===== config.mk =====
export PLATFORM = sky130hd
export DESIGN_NAME = rsb_scale
export DESIGN_NICKNAME = d
export VERILOG_FILES = /design/src/rtl/core/radial_spotlight_brighten_top_macros.svh /design/src/rtl/core/rsb_pkg.sv /design/src/rtl/core/rsb_scale.sv
export SDC_FILE = /design/constraint.sdc
export NUM_CORES = 1
export LEC_CHECK = 0
export ABC_AREA = 1
export BUFFER_PORTS_ARGS = -buffer_cell sky130_fd_sc_hd__buf_2
export CORE_ASPECT_RATIO = 1.4
export CORE_MARGIN = 10
export CORE_UTILIZATION = 59
export CTS_CLUSTER_SIZE = 40
export DETAILED_ROUTE_END_ITERATION = 6
export GPL_TIMING_DRIVEN = 0
export PLACE_DENSITY = 0.74
export SYNTH_ARGS = -nofsm -noshare
export SYNTH_HDL_FRONTEND = slang
export SYNTH_SLANG_ARGS = --single-unit

===== constraint.sdc =====
create_clock -name i_clk -period 9.6 [get_ports i_clk]
set_input_delay 0.96 -clock i_clk [delete_from_list [all_inputs] [get_ports i_clk]]
set_output_delay 0.96 -clock i_clk [all_outputs]
set_load 0.03 [all_outputs]

===== src/rtl/core/radial_spotlight_brighten_top_macros.svh =====
// Assertion macros for the radial spotlight core.
// RSB_ASSERT_NOW  : antecedent and consequent in the same cycle, muted in reset.
// RSB_ASSERT_NEXT : consequent in the cycle after the antecedent, live in reset.
`ifndef RADIAL_SPOTLIGHT_BRIGHTEN_TOP_MACROS_SVH
`define RADIAL_SPOTLIGHT_BRIGHTEN_TOP_MACROS_SVH

`ifndef SYNTHESIS

`define RSB_ASSERT_NOW(label, clk, rst_n, ante, cons) \
    label: assert property (@(posedge clk) disable iff (!(rst_n)) (ante) |-> (cons)) \
        else $error("spotlight core: same-cycle check failed");

`define RSB_ASSERT_NEXT(label, clk, ante, cons) \
    label: assert property (@(posedge clk) (ante) |=> (cons)) \
        else $error("spotlight core: next-cycle check failed");

`else

`define RSB_ASSERT_NOW(label, clk, rst_n, ante, cons)

`define RSB_ASSERT_NEXT(label, clk, ante, cons)

`endif

`endif


===== src/rtl/core/rsb_pkg.sv =====
`default_nettype none

package rsb_pkg;

    // Coordinate width of the pixel stream
    localparam int COORD_BITS = 12;

    // Register widths
    localparam int DIM_W  = 13;
    localparam int RAD_W  = 21;
    localparam int INV_W  = 25;
    localparam int CFG_W  = 25;
    localparam int CFG_IDX_W = 3;
    localparam int CHAN_W = 8;

    // Fixed-point layout
    localparam int FRAC_W   = 14;
    localparam int RQ_SHIFT = 18;
    localparam int GAIN_W   = 16;
    localparam logic [FRAC_W:0] ONE_Q14 = (FRAC_W + 1)'(16384);
    localparam logic [GAIN_W-1:0] GAIN_MAX = GAIN_W'(57344);

    // Derived datapath widths
    localparam int DIFF_W      = (COORD_BITS + 1 > DIM_W) ? COORD_BITS + 1 : DIM_W;
    localparam int SQ_W        = 2 * DIFF_W;
    localparam int SUM_W       = SQ_W + 1;
    localparam int RAD_IN_W    = SUM_W + FRAC_W;
    localparam int ROOT_W      = (RAD_IN_W + 1) / 2;
    localparam int RADICAND_W  = 2 * ROOT_W;
    localparam int CMP_W       = (ROOT_W > RAD_W) ? ROOT_W : RAD_W;
    localparam int PROD_W      = ROOT_W + INV_W;
    localparam int CPROD_W     = CHAN_W + GAIN_W;

    // Register indexes
    typedef enum logic [CFG_IDX_W-1:0] {
        REG_LIGHT_ENABLE   = 3'd0,
        REG_FRAME_WIDTH    = 3'd1,
        REG_FRAME_HEIGHT   = 3'd2,
        REG_RADIUS_FIXED   = 3'd3,
        REG_INVERSE_RADIUS = 3'd4
    } t_reg_idx;

    // Reset values
    localparam logic [DIM_W-1:0] RST_FRAME_WIDTH    = DIM_W'(640);
    localparam logic [DIM_W-1:0] RST_FRAME_HEIGHT   = DIM_W'(480);
    localparam logic [RAD_W-1:0] RST_RADIUS_FIXED   = RAD_W'(55296);
    localparam logic [INV_W-1:0] RST_INVERSE_RADIUS = INV_W'(77672);

    typedef struct packed {
        logic               light_enable;
        logic [DIM_W-1:0]   frame_width;
        logic [DIM_W-1:0]   frame_height;
        logic [RAD_W-1:0]   radius_fixed;
        logic [INV_W-1:0]   inverse_radius;
    } t_cfg;

    typedef struct packed {
        logic [COORD_BITS-1:0] pixel_x;
        logic [COORD_BITS-1:0] pixel_y;
        logic [CHAN_W-1:0]     in_red;
        logic [CHAN_W-1:0]     in_green;
        logic [CHAN_W-1:0]     in_blue;
        logic [CHAN_W-1:0]     in_alpha;
    } t_in_beat;

    typedef struct packed {
        logic [CHAN_W-1:0] out_red;
        logic [CHAN_W-1:0] out_green;
        logic [CHAN_W-1:0] out_blue;
        logic [CHAN_W-1:0] out_alpha;
    } t_out_beat;

    typedef struct packed {
        logic [CHAN_W-1:0] red;
        logic [CHAN_W-1:0] green;
        logic [CHAN_W-1:0] blue;
        logic [CHAN_W-1:0] alpha;
    } t_rgba;

    // Gain stage to scaling stage
    typedef struct packed {
        logic              in_disc;
        logic [GAIN_W-1:0] gain;
        t_rgba             pix;
    } t_gain_beat;

endpackage

`default_nettype wire


===== src/rtl/core/rsb_scale.sv =====
`default_nettype none

module rsb_scale (
    input  logic                i_clk,
    input  logic                i_rst_n,
    input  logic                i_light_enable,
    input  logic                i_valid,
    output logic                o_ready,
    input  rsb_pkg::t_gain_beat i_beat,
    output logic                o_valid,
    input  logic                i_ready,
    output rsb_pkg::t_out_beat  o_beat
);

    localparam int CHAN_W  = rsb_pkg::CHAN_W;
    localparam int CPROD_W = rsb_pkg::CPROD_W;
    localparam int FRAC_W  = rsb_pkg::FRAC_W;
    localparam int N       = 2;

    logic               r_valid [N];
    logic [N:0]         w_ld;

    logic [CPROD_W-1:0] r_pr, r_pg, r_pb;
    logic               r_pass;
    rsb_pkg::t_rgba     r_pix;
    rsb_pkg::t_out_beat r_out, n_out;

    // Drop the fraction and saturate at full scale
    function automatic logic [CHAN_W-1:0] f_sat(input logic [CPROD_W-1:0] p);
        logic [CPROD_W-FRAC_W-1:0] v;
        v = p[CPROD_W-1:FRAC_W];
        return (|v[CPROD_W-FRAC_W-1:CHAN_W]) ? {CHAN_W{1'b1}} : v[CHAN_W-1:0];
    endfunction

    assign w_ld[N] = i_ready;
    genvar k;
    generate
        for (k = 0; k < N; k++) begin : g_ld
            assign w_ld[k] = !r_valid[k] || w_ld[k+1];
        end
    endgenerate
    assign o_ready = w_ld[0];

    assign n_out.out_red   = r_pass ? r_pix.red   : f_sat(r_pr);
    assign n_out.out_green = r_pass ? r_pix.green : f_sat(r_pg);
    assign n_out.out_blue  = r_pass ? r_pix.blue  : f_sat(r_pb);
    assign n_out.out_alpha = r_pix.alpha;

    always_ff @(posedge i_clk) begin
        if (!i_rst_n) begin
            r_valid[0] <= 1'b0;
            r_valid[1] <= 1'b0;
        end else begin
            if (w_ld[0]) r_valid[0] <= i_valid;
            if (w_ld[1]) r_valid[1] <= r_valid[0];
        end
    end

    always_ff @(posedge i_clk) begin
        if (w_ld[0]) begin
            r_pr   <= CPROD_W'(i_beat.pix.red)   * CPROD_W'(i_beat.gain);
            r_pg   <= CPROD_W'(i_beat.pix.green) * CPROD_W'(i_beat.gain);
            r_pb   <= CPROD_W'(i_beat.pix.blue)  * CPROD_W'(i_beat.gain);
            r_pass <= !i_light_enable || !i_beat.in_disc;
            r_pix  <= i_beat.pix;
        end
        if (w_ld[1]) begin
            r_out  <= n_out;
        end
    end

    assign o_valid = r_valid[N-1];
    assign o_beat  = r_out;

endmodule

`default_nettype wire


* Word-level counts from Yosys, hierarchy flattened
Memory sizes are Yosys's and may differ from the RTL's.
Index checks and enable logic that the tools add are counted.
** Word-level totals
- Flip-flop bits (word level) :: 137
- Logic and storage cells :: 43
- Memories kept :: 1
- Input port bits :: 54
- Bits in writable memories :: 2
- Output and inout bits :: 34
** Cells by class
- Multiply operators :: 3
- Reductions and logical operators :: 10
- Muxes and demuxes :: 15
- Bitwise operators :: 2
** Memories
- r_valid :: words 2, bits a word 1, rd ports 2, clocked after Yosys merged registers in 0, wr ports 2, line rsb_scale.sv:20 : logic r_valid [N];
** Operator list (number)
- 8-bit by 16-bit multiplier with 24-bit output :: 3
- 8-bit two-way mux :: 6
- 1-bit two-way mux :: 9
- 2-bit OR reduction :: 3
- 1-bit zero test :: 4
- 1-bit logical OR :: 3
- 1-bit OR :: 2

* Depth between registers and ports, before layout
Gate-level depths: netlist of run 1.
- Word-level depth :: 7
- Mapped depth :: 23
- Gate-level depth less buffers :: 21

* Worst setup path before layout of run 1
No wires, ideal clock.
- Path kind :: input to register
- Start point :: in i_beat[26] (netlist name)
- End point :: reg r_pr[23] (data pin)
- Setup slack :: 4.592 ns
- Required time :: 9.347 ns
- Setup time :: 0.253 ns
- Arrival time :: 4.755 ns
- Stages on the path :: 18
- Buffers on the path :: 2
- Path through :: clkbuf_1 clkbuf_1 nand2_1 fa_1 fa_1 inv_1 fa_1 inv_1 fa_1 inv_1 ha_1 nand2_1 nor2_1 inv_1 nor4_1 nand3_1 nand3b_1 nand2_1
** On the way
- Cells in the longest elaborated chain, start to end :: 1
** RTL lines
- start: declaration :: line rsb_scale.sv:9 : input rsb_pkg::t_gain_beat i_beat,
- 8-bit by 16-bit multiplier with 24-bit output :: line rsb_scale.sv:61 : r_pr <= CPROD_W'(i_beat.pix.red) * CPROD_W'(i_beat.gain);
- end signal: assignment :: line rsb_scale.sv:61
- end: declaration :: line rsb_scale.sv:23 : logic [CPROD_W-1:0] r_pr, r_pg, r_pb;
Every way passes these cells.
A chain may end at the register's enable or synchronous reset.

* Worst setup path in the final report of run 1
- Start point :: in i_beat[18] (netlist name)
- End point :: reg r_pg[18] (data pin)
** On the way
- Cells in the longest elaborated chain, start to end :: 1
** RTL lines
- 8-bit by 16-bit multiplier with 24-bit output :: line rsb_scale.sv:62 : r_pg <= CPROD_W'(i_beat.pix.green) * CPROD_W'(i_beat.gain);
- end signal: assignment :: line rsb_scale.sv:62
- end: declaration :: line rsb_scale.sv:23
Every way passes these cells.

==> tab_implementation.tex, run 1 <==
\begin{tabular}{lr}
\hline
Metric & Value \\
\hline
\multicolumn{2}{l}{\textbf{Critical path}} \\
Largest fanout of any net on the critical path & 10 \\
Worst path required time & 9710 ps \\
CP cell instances & buf\_2, clkbuf\_1, clkbuf\_1, nand2\_1, fa\_1, fa\_1, inv\_1, fa\_1, inv\_1, fa\_1, inv\_1, ha\_1, a21o\_1, a21oi\_1, a21boi\_0, nand2\_1, nand2\_1, nand2\_1 \\
Worst endpoint data arrival time & 5830 ps \\
Crit-path slowest cell & sky130\_fd\_sc\_hd\_\_clkbuf\_1 \\
Worst setup path category & in -> reg \\
Slowest Stage Delay on Critical Path & 610 ps \\
Type of destination of the critical path & flop \\
Kind of launch point of the worst setup path & primary input \\
\multicolumn{2}{l}{\textbf{Layout}} \\
Number of diodes & 0 \\
Layout cells sized above 1 & 5.34\% \\
End-of-flow core utilization & 63.8\% \\
Finished layout cell area & 17600 um2 \\
Net total in the final layout & 2705 \\
Non-Filler Instances & 2654 \\
Area Overhead vs Synth & 7.32\% \\
\multicolumn{2}{l}{\textbf{Logic synthesis}} \\
Synth Warn \# & 0 \\
Average footprint of a synthesized cell & 7.52 um2 \\
Number of synthesized register bits & 97 \\
Number of enable flip-flop cells after synthesis & 97 \\
Most instantiated flip-flop cell in the synthesis netlist & sky130\_fd\_sc\_hd\_\_edfxtp\_1 \\
Number of standard cells after synthesis & 2181 \\
Cell area after technology mapping & 16400 um2 \\
Post-synthesis async set-or-reset flop share & 0\% \\
Nets in the synthesized netlist & 2607 \\
Number of distinct library cells after synthesis & 34 \\
Sequential cell area fraction in the yosys report & 17.8\% \\
\multicolumn{2}{l}{\textbf{Timing}} \\
Final period util & 59.6\% \\
Worst slew margin & 38.1\% \\
Finish-stage setup viols & 0 \\
Unrepaired setup endpoints after global routing & false \\
Slew of the pin with the lowest slew margin & 929 ps \\
Final setup TNS & 0 ps \\
Count of final hold-check violations & 0 \\
Final clock skew & 12.2 ps \\
Shortest period the worst path allows & 5720 ps \\
Post-route worst setup slack & 3880 ps \\
Maximum achievable frequency & 0.175 GHz \\
Hold WS & 426 ps \\
Number of max-slew violations in the final report & 0 \\
\multicolumn{2}{l}{\textbf{Drt}} \\
Total detailed-routing wirelength & 43900 um \\
Detailed Routing Iterations Pass 1 & 5 \\
Drt initial violations & 713 \\
Routed len/inst & 16.5 um \\
Via count of the routed design & 13687 \\
Count of antenna-violating nets left after detailed routing & 0 \\
Routed vias/inst & 5.16 \\
DRC & 0 \\
\multicolumn{2}{l}{\textbf{Floorplanning}} \\
Core ar. & 27600 um2 \\
Width of the chip & 161 um \\
Initial Util & 59.5\% \\
Die Footprint & 35000 um2 \\
Floorplan die height & 217 um \\
Count of boundary I/O pins & 88 \\
Std-Cell Rows & 72 \\
\multicolumn{2}{l}{\textbf{Place}} \\
Pre-CTS setup slack & 3590 ps \\
Total placed instance area & 17300 um2 \\
Placed wire-length estimate after detailed placement & 36900 um \\
Number of placed cells counting well taps & 2638 \\
Number of buffer cells added on primary ports & 87 \\
Placer's final routability congestion estimate & 0.957 \\
\multicolumn{2}{l}{\textbf{Clock tree}} \\
Post-cts gate resize count & 0 \\
CTS Buffer Depth & 2 \\
Cts hold-fix bufs & 0 \\
Root buffer cell & sky130\_fd\_sc\_hd\_\_clkbuf\_16 \\
TritonCTS clock tree & built \\
Number of buffers added for setup after CTS & 0 \\
Number of CTS-inserted buffers & 9 \\
H-Tree Level Count & 3 \\
Clock latency on the worst-skew pair & 360 ps \\
Clk pin slew, worst setup/hold paths & 70 ps \\
Total number of clock tree sinks & 97 \\
\multicolumn{2}{l}{\textbf{Global routing}} \\
Global Route Usage Sum & 25.7\% \\
Vias in the first global route & 14633 \\
First-pass GRT wire length & 72000 um \\
Pin count of the biggest net entering global routing & 66 \\
Initial antenna violation count & 2 \\
GRT Residual Overflow & 0 \\
\multicolumn{2}{l}{\textbf{Power}} \\
Leak Pwr & 11.0 nW \\
Post-layout power & 3.83 mW \\
IR Drop Worst-Case VDD & 0.000196 V \\
Power Dens Cells & 218 nW/um2 \\
\multicolumn{2}{l}{\textbf{Run status}} \\
Outcome & finished clean \\
\multicolumn{2}{l}{\textbf{Flow run}} \\
Max Cap Violations & 0 \\
\multicolumn{2}{l}{\textbf{Worst hold path}} \\
Hold crit path type & reg -> reg \\
\hline
\end{tabular}
-- metal layers --
layer | part of all wire [%] | global-route usage [%] | vias to the layer above
met1 | 36 | 27.7 | 6486
li1 | - | - | 6478
met2 | 51 | 47.1 | 568
met5 | 0.062 | 0 | -
met3 | 7.0 | 4.67 | 151
met4 | 5.7 | 13.3 | 4
-- worst max-delay path: cells and delay by family --
family,cells,cell delay [ps]
AOI/OAI and AO/OA,3,680
adders and majority gates,5,2420
buffers and inverters,6,1360
and+or+nand+nor,4,400
-- cell families after synthesis --
kind of cell / Yosys count / share of synthesized area (%)
buf+inv: 777 / 17.8
flops: 97 / 17.8
fa+ha+maj: 372 / 39.8
compound gates: 144 / 5.04
simple gates: 780 / 19.0
xor+xnor: 11 / 0.588
-- cell usage after synthesis, drive strengths merged, types with 11 or more instances --
master,count,area (um2)
clkbuf,76,285
o21bai,12,90.1
nor3,16,80.1
fa,249,4980
o21ai,27,146
nand2,567,2150
nand4,16,100
inv,698,2620
a21oi,79,395
nand3,50,260
edfxtp,97,2910
ha,123,1540
a21o,11,82.6
nor2,125,479
-- final timing paths --
kind,startpoint,to,slack [ps],depth (start not counted)
worst max-delay path,i_beat[18],r_pg[18],3880,18
worst min-delay path,n_out[0],o_beat[0],430,0
worst max register to register,r_pass,o_beat[29],7520,5
worst min register to register,n_out[0],o_beat[0],430,0
-- registers in the layout (all words and copies together) (netlist names) --
signal   flops
r_valid      2
o_beat      32
r_pb        10
r_pg        10
r_pr        10
n_out        8
r_pass       1
r_pix       24
-- final cells by class --
cell class              instances  area [um2]
plain buffers                  79         305
multi-input cells            1307       10600
well taps                     370         463
clock buffers                   9         225
inverters                     698        2620
flip-flops and latches         97        2910
clock inverters                 7        61.3
fillers                      2496        9970
repair buffers                 87         435
-- cells in the final DEF (no fill, tap or decap), drive strengths merged, types with 50 or more instances in the layout --
master / n
inv: 702
a21oi: 79
clkbuf: 85
nand2: 567
nor2: 125
edfxtp: 97
ha: 123
nand3: 50
buf: 90
fa: 249
-- where the power goes --
part | total (mW) | internal (mW) | switching, mW
clock network | 0.352 | 0.181 | 0.171
logic | 2.82 | 0.997 | 1.83
registers | 0.657 | 0.634 | 0.0238
total | 3.83 | 1.81 | 2.02
Power figures use the tool's default switching activity.
==> inputs of run 2 (changes only) <==
clock period = 5.4 ns   (was 9.6 ns; I/O delays follow)
==> run 2 against run 1 <==
  * Non-clock buffer count is 1 lower
  * Largest cell class unchanged
  * Routed wire length shrank 0.38%
  * Setup slack got worse by 3700 ps
  * Final area hardly changed
  * Combinational power increased by 78%
==> tab_implementation.tex, run 2 (synthesized netlist as in run 1, its figures left out) <==
\begin{tabular}{lr}
\hline
Metric & Value \\
\hline
\multicolumn{2}{l}{\textbf{Global routing}} \\
Global Route Usage Sum & 25.7\% \\
Pin count of the biggest net entering global routing & 66 \\
First-pass GRT wire length & 72000 um \\
Vias in the first global route & 14633 \\
Initial antenna violation count & 2 \\
GRT Residual Overflow & 0 \\
\multicolumn{2}{l}{\textbf{Drt}} \\
Total detailed-routing wirelength & 43700 um \\
Drt initial violations & 764 \\
Count of antenna-violating nets left after detailed routing & 0 \\
Via count of the routed design & 13674 \\
Routed vias/inst & 5.15 \\
Routed len/inst & 16.5 um \\
DRC & 0 \\
Detailed Routing Iterations Pass 1 & 7 \\
\multicolumn{2}{l}{\textbf{Layout}} \\
Commonest cells after routing, fill and taps aside & sky130\_fd\_sc\_hd\_\_inv\_1 (698), sky130\_fd\_sc\_hd\_\_nand2\_1 (558), sky130\_fd\_sc\_hd\_\_fa\_1 (249) \\
Non-Filler Instances & 2653 \\
Area Overhead vs Synth & 7.33\% \\
Total of fill cells in the finished design & 2496 \\
Layout cells sized above 1 & 5.52\% \\
Area occupied by registers & 2910 um2 \\
Multi-input gate area & 10600 um2 \\
Net total in the final layout & 2704 \\
Leading cell type in the layout, fill and taps excluded & sky130\_fd\_sc\_hd\_\_inv\_1 \\
Max reg flops & 32 \\
Number of diodes & 0 \\
\multicolumn{2}{l}{\textbf{Clock tree}} \\
Cts hold-fix bufs & 0 \\
Root buffer cell & sky130\_fd\_sc\_hd\_\_clkbuf\_16 \\
H-Tree Level Count & 3 \\
CTS Buffer Depth & 2 \\
Clock latency on the worst-skew pair & 370 ps \\
TritonCTS clock tree & built \\
Number of CTS-inserted buffers & 9 \\
Total number of clock tree sinks & 97 \\
Clk pin slew, worst setup/hold paths & 80 ps \\
\multicolumn{2}{l}{\textbf{Power}} \\
Power Dens Cells & 387 nW/um2 \\
IR Drop Worst-Case VDD & 0.000349 V \\
Post-layout power & 6.82 mW \\
Leak Pwr & 11.0 nW \\
\multicolumn{2}{l}{\textbf{Critical path}} \\
CP cell instances & buf\_2, clkbuf\_1, clkbuf\_1, nand2\_1, fa\_1, fa\_1, inv\_1, fa\_1, inv\_1, fa\_1, inv\_1, ha\_1, nand2\_1, nor2\_1, nor2\_1, nor2\_1, nor3\_1, nand2\_1, nand2\_1, nand2\_1 \\
Worst R2R Setup Slack & 3300 ps \\
Largest fanout of any net on the critical path & 10 \\
R2R cell count & 5 \\
R2R Path Start & r\_pass \\
Slowest Stage Delay on Critical Path & 530 ps \\
Worst setup path category & in -> reg \\
Worst path required time & 5520 ps \\
End of the worst register-to-register path & o\_beat[29] \\
CP most frequent cell & sky130\_fd\_sc\_hd\_\_nand2\_1 \\
Type of destination of the critical path & flop \\
Crit-path slowest cell & sky130\_fd\_sc\_hd\_\_fa\_1 \\
Kind of launch point of the worst setup path & primary input \\
Worst endpoint data arrival time & 5290 ps \\
\multicolumn{2}{l}{\textbf{Floorplanning}} \\
Die Footprint & 35000 um2 \\
Std-Cell Rows & 72 \\
Width of the chip & 161 um \\
Floorplan die height & 217 um \\
Count of boundary I/O pins & 88 \\
Initial Util & 59.5\% \\
Core ar. & 27600 um2 \\
\multicolumn{2}{l}{\textbf{Timing}} \\
Final period util & 95.9\% \\
Hold WS & 356 ps \\
Unrepaired setup endpoints after global routing & false \\
Maximum achievable frequency & 0.193 GHz \\
Shortest period the worst path allows & 5180 ps \\
Final clock skew & 11.7 ps \\
Worst slew margin & 37.9\% \\
Slew of the pin with the lowest slew margin & 932 ps \\
Finish-stage setup viols & 0 \\
Count of final hold-check violations & 0 \\
Number of max-slew violations in the final report & 0 \\
\multicolumn{2}{l}{\textbf{Place}} \\
Number of placed cells counting well taps & 2638 \\
Placer's final routability congestion estimate & 0.957 \\
Placed wire-length estimate after detailed placement & 36900 um \\
Number of buffer cells added on primary ports & 87 \\
\multicolumn{2}{l}{\textbf{Worst hold path}} \\
Hold Path Depth & 1 \\
Endpoint of the worst hold path & n\_out[0] \\
Hold path startpoint & i\_beat[0] \\
Hold crit path type & in -> reg \\
\multicolumn{2}{l}{\textbf{Flow run}} \\
Max Cap Violations & 0 \\
\multicolumn{2}{l}{\textbf{Run status}} \\
Outcome & finished clean \\
\hline
\end{tabular}
==> run 2: changes by cell type in the layout (fill, tap and decap cells not counted), sizes merged <==
cell  previous run  this run
buf             90        89
==> run 2: repair_timing <==
action / CTS / global route
gates resized for setup: 0 / 8
setup endpoints to repair: 0 / 4
buffers inserted: 0 / 0
==> run 2: how the worst max path moves through the flow <==
stage | from | endpoint | slack [ps] | cells past startpoint
floorplan | i_beat[26] | r_pr[23] | 810 | 18
global placement | i_beat[18] | r_pg[22] | -200 | 19
detailed placement | i_beat[18] | r_pg[22] | -190 | 19
CTS | i_beat[18] | r_pg[22] | 180 | 19
global route | i_beat[19] | r_pg[22] | 5 | 20
finish | i_beat[29] | r_pr[20] | 220 | 20
==> run 2: power breakdown <==
part,internal [mW],switching [mW],total (mW),leakage [nW]
registers,1.13,0.0426,1.17,1.02
logic,1.77,3.25,5.02,9.85
clock network,0.322,0.305,0.627,0.140
==> run 2: area by class of cell <==
cell class	count	area share [%]
multi-input combinational	1307	60.1
sequential	97	16.6
clock inverter	7	0.348
timing repair buffer	87	2.47
inverter	698	14.9
clock buffer	9	1.28
buffer	78	1.74
tap	370	2.63
==> run 2: worst max-delay path, delay by kind of cell <==
family	cells	cell delay [ps]
and+or+nand+nor	9	1290
adders and majority gates	5	2300
buffers and inverters	6	1120
==> run 2: per-stage QoR <==
| step | setup TNS [ps] | cell area [um2] | util (%) | setup slack [ps] |
|---|---|---|---|---|
| floorplan | 0 | 16400 | - | 812 |
| global placement | -1310 | 17300 | 62.7 | -201 |
| detailed placement | -1120 | 17300 | 62.8 | -190 |
| CTS | 0 | 17600 | 63.8 | 180 |
| global route | 0 | 17600 | 63.8 | 4.56 |
| finish | 0 | 17600 | 63.8 | 221 |
==> run 2: routing by layer <==
metal | wire length, um | up-vias | GRT usage [%]
met1 | 15800 | 6524 | 27.7
li1 | - | 6477 | -
met4 | 2400 | 4 | 13.3
met3 | 3020 | 151 | 4.67
met2 | 22500 | 518 | 47.1
met5 | 27 | - | 0
==> inputs of run 3 (changes only) <==
SETUP_SLACK_MARGIN = 0.5   (was not set)
==> run 3 against run 2 <==
  * Critical path depth is the same
  * Die area is the same
  * Count of clock-buffer cells in the layout is the same
  * Clock skew shrank 1.4 ps
  * Highest routed layer unchanged
  * Flip-flop and latch count is the same
  * Final cell count is essentially flat
  * Utilization grew 0.38 points
  * Hold slack gained 0.53 ps
==> tab_implementation.tex, run 3 (synthesized netlist as in run 1, its figures left out) <==
\begin{tabular}{lr}
\hline
Metric & Value \\
\hline
\multicolumn{2}{l}{\textbf{Drt}} \\
Drt initial violations & 774 \\
Detailed Routing Iterations Pass 1 & 5 \\
DRC & 0 \\
Count of antenna-violating nets left after detailed routing & 0 \\
Routed vias/inst & 5.14 \\
Via count of the routed design & 13650 \\
Routed len/inst & 16.5 um \\
Total detailed-routing wirelength & 43900 um \\
\multicolumn{2}{l}{\textbf{Global routing}} \\
Global Route Usage Sum & 25.8\% \\
First-pass GRT wire length & 72100 um \\
Vias in the first global route & 14671 \\
Initial antenna violation count & 2 \\
GRT Residual Overflow & 0 \\
Pin count of the biggest net entering global routing & 66 \\
\multicolumn{2}{l}{\textbf{Layout}} \\
Max reg flops & 32 \\
End-of-flow core utilization & 64.2\% \\
Commonest cells after routing, fill and taps aside & sky130\_fd\_sc\_hd\_\_inv\_1 (698), sky130\_fd\_sc\_hd\_\_nand2\_1 (558), sky130\_fd\_sc\_hd\_\_fa\_1 (249) \\
Finished layout cell area & 17700 um2 \\
Net total in the final layout & 2705 \\
Non-Filler Instances & 2654 \\
Leading cell type in the layout, fill and taps excluded & sky130\_fd\_sc\_hd\_\_inv\_1 \\
Area Overhead vs Synth & 7.96\% \\
Layout cells sized above 1 & 7.79\% \\
Number of diodes & 0 \\
\multicolumn{2}{l}{\textbf{Power}} \\
Combinational Power Share & 73.8\% \\
Power Dens Cells & 386 nW/um2 \\
Psw & 3.60 mW \\
Leak Pwr & 11.2 nW \\
Fraction of power spent switching nets & 52.7\% \\
Clock share of power & 9.1\% \\
Share of total power in sequential cells & 17.1\% \\
Internal & 3.23 mW \\
IR Drop Worst-Case VDD & 0.000353 V \\
\multicolumn{2}{l}{\textbf{Worst hold path}} \\
Hold crit path type & in -> reg \\
\multicolumn{2}{l}{\textbf{Place}} \\
Placed wire-length estimate after detailed placement & 36900 um \\
Total placed instance area & 17300 um2 \\
Placer's final routability congestion estimate & 0.957 \\
Number of buffer cells added on primary ports & 87 \\
Number of placed cells counting well taps & 2638 \\
\multicolumn{2}{l}{\textbf{Timing}} \\
Slew of the pin with the lowest slew margin & 923 ps \\
Number of max-slew violations in the final report & 0 \\
Maximum achievable frequency & 0.211 GHz \\
Count of final hold-check violations & 0 \\
Final clock skew & 10.4 ps \\
Worst slew margin & 38.5\% \\
Finish-stage setup viols & 0 \\
Final period util & 87.9\% \\
Shortest period the worst path allows & 4750 ps \\
Unrepaired setup endpoints after global routing & true \\
Hold WS & 357 ps \\
Final setup TNS & 0 ps \\
\multicolumn{2}{l}{\textbf{Clock tree}} \\
Clock latency on the worst-skew pair & 360 ps \\
Root buffer cell & sky130\_fd\_sc\_hd\_\_clkbuf\_16 \\
CTS Buffer Depth & 2 \\
TritonCTS clock tree & built \\
Number of CTS-inserted buffers & 9 \\
Clk pin slew, worst setup/hold paths & 70 ps \\
H-Tree Level Count & 3 \\
Total number of clock tree sinks & 97 \\
Number of buffers added for setup after CTS & 0 \\
\multicolumn{2}{l}{\textbf{Floorplanning}} \\
Core ar. & 27600 um2 \\
Width of the chip & 161 um \\
Count of boundary I/O pins & 88 \\
Initial Util & 59.5\% \\
Std-Cell Rows & 72 \\
Floorplan die height & 217 um \\
Die Footprint & 35000 um2 \\
\multicolumn{2}{l}{\textbf{Critical path}} \\
Worst path required time & 5510 ps \\
Type of destination of the critical path & flop \\
Kind of launch point of the worst setup path & primary input \\
Largest fanout of any net on the critical path & 10 \\
Worst setup path category & in -> reg \\
Worst endpoint data arrival time & 4860 ps \\
\multicolumn{2}{l}{\textbf{Flow run}} \\
Max Cap Violations & 0 \\
\multicolumn{2}{l}{\textbf{Run status}} \\
Outcome & finished clean \\
\hline
\end{tabular}
run 3: critical path, stage by stage:
cell and delay [ps]:
sky130_fd_sc_hd__buf_2 170, sky130_fd_sc_hd__buf_6 210, sky130_fd_sc_hd__clkbuf_2 320, sky130_fd_sc_hd__nand2_1 140, sky130_fd_sc_hd__fa_1 490, sky130_fd_sc_hd__fa_1 520, sky130_fd_sc_hd__inv_1 60, sky130_fd_sc_hd__fa_1 480
sky130_fd_sc_hd__inv_1 50, sky130_fd_sc_hd__fa_1 470, sky130_fd_sc_hd__inv_1 40, sky130_fd_sc_hd__ha_1 300, sky130_fd_sc_hd__nand2_1 170, sky130_fd_sc_hd__nor2_1 70, sky130_fd_sc_hd__nor2_1 170, sky130_fd_sc_hd__nor2_1 90
sky130_fd_sc_hd__nor3_2 320, sky130_fd_sc_hd__nand2_1 90, sky130_fd_sc_hd__nand2_1 70, sky130_fd_sc_hd__nand2_1 70
run 3: area by class of cell:
class / instances / area (um2)
buffer: 79 / 394
clock buffer: 9 / 225
clock inverter: 7 / 61.3
fill: 2478 / 9860
inverter: 698 / 2620
multi-input combinational: 1307 / 10600
sequential: 97 / 2910
tap: 370 / 463
timing repair buffer: 87 / 435
run 3: path summary, 6_finish.rpt:
check              from         end  slack [ps]  cells after the start
max          i_beat[33]    r_pr[20]         650                     20
min           i_beat[1]    n_out[1]         360                      1
max reg2reg      r_pass  o_beat[27]        3330                      5
min reg2reg    n_out[0]   o_beat[0]         420                      0
run 3: timing repair:
action,in CTS,in global routing
hold buffers,0,0
setup endpoints to repair,21,29
resized for setup,23,83
run 3: metal layers:
layer	wire length (um)	vias up	global-route usage [%]	part of all wire, %
met4	2350	4	14.3	5.4
met1	16000	6552	27.7	36
met2	22700	479	46.8	52
li1	-	6476	-	-
met3	2830	139	4.65	6.5
met5	27	-	0	0.062
run 3: power by group through the flow:
stage | logic [mW] | clock network [mW] | registers, mW
floorplan | 3.64 | 0 | 1.26
global placement | 4.89 | 0 | 1.18
detailed placement | 4.97 | 0 | 1.19
CTS | 5.02 | 0.632 | 1.17
global route | 5.83 | 0.659 | 1.19
finish | 5.04 | 0.624 | 1.17
run 3: stage by stage:
| stage | worst slack (ps) | power (mW) |
|---|---|---|
| floorplan | 812 | 4.90 |
| global placement | -201 | 6.07 |
| detailed placement | -190 | 6.16 |
| CTS | 510 | 6.82 |
| global route | 490 | 7.68 |
| finish | 653 | 6.83 |
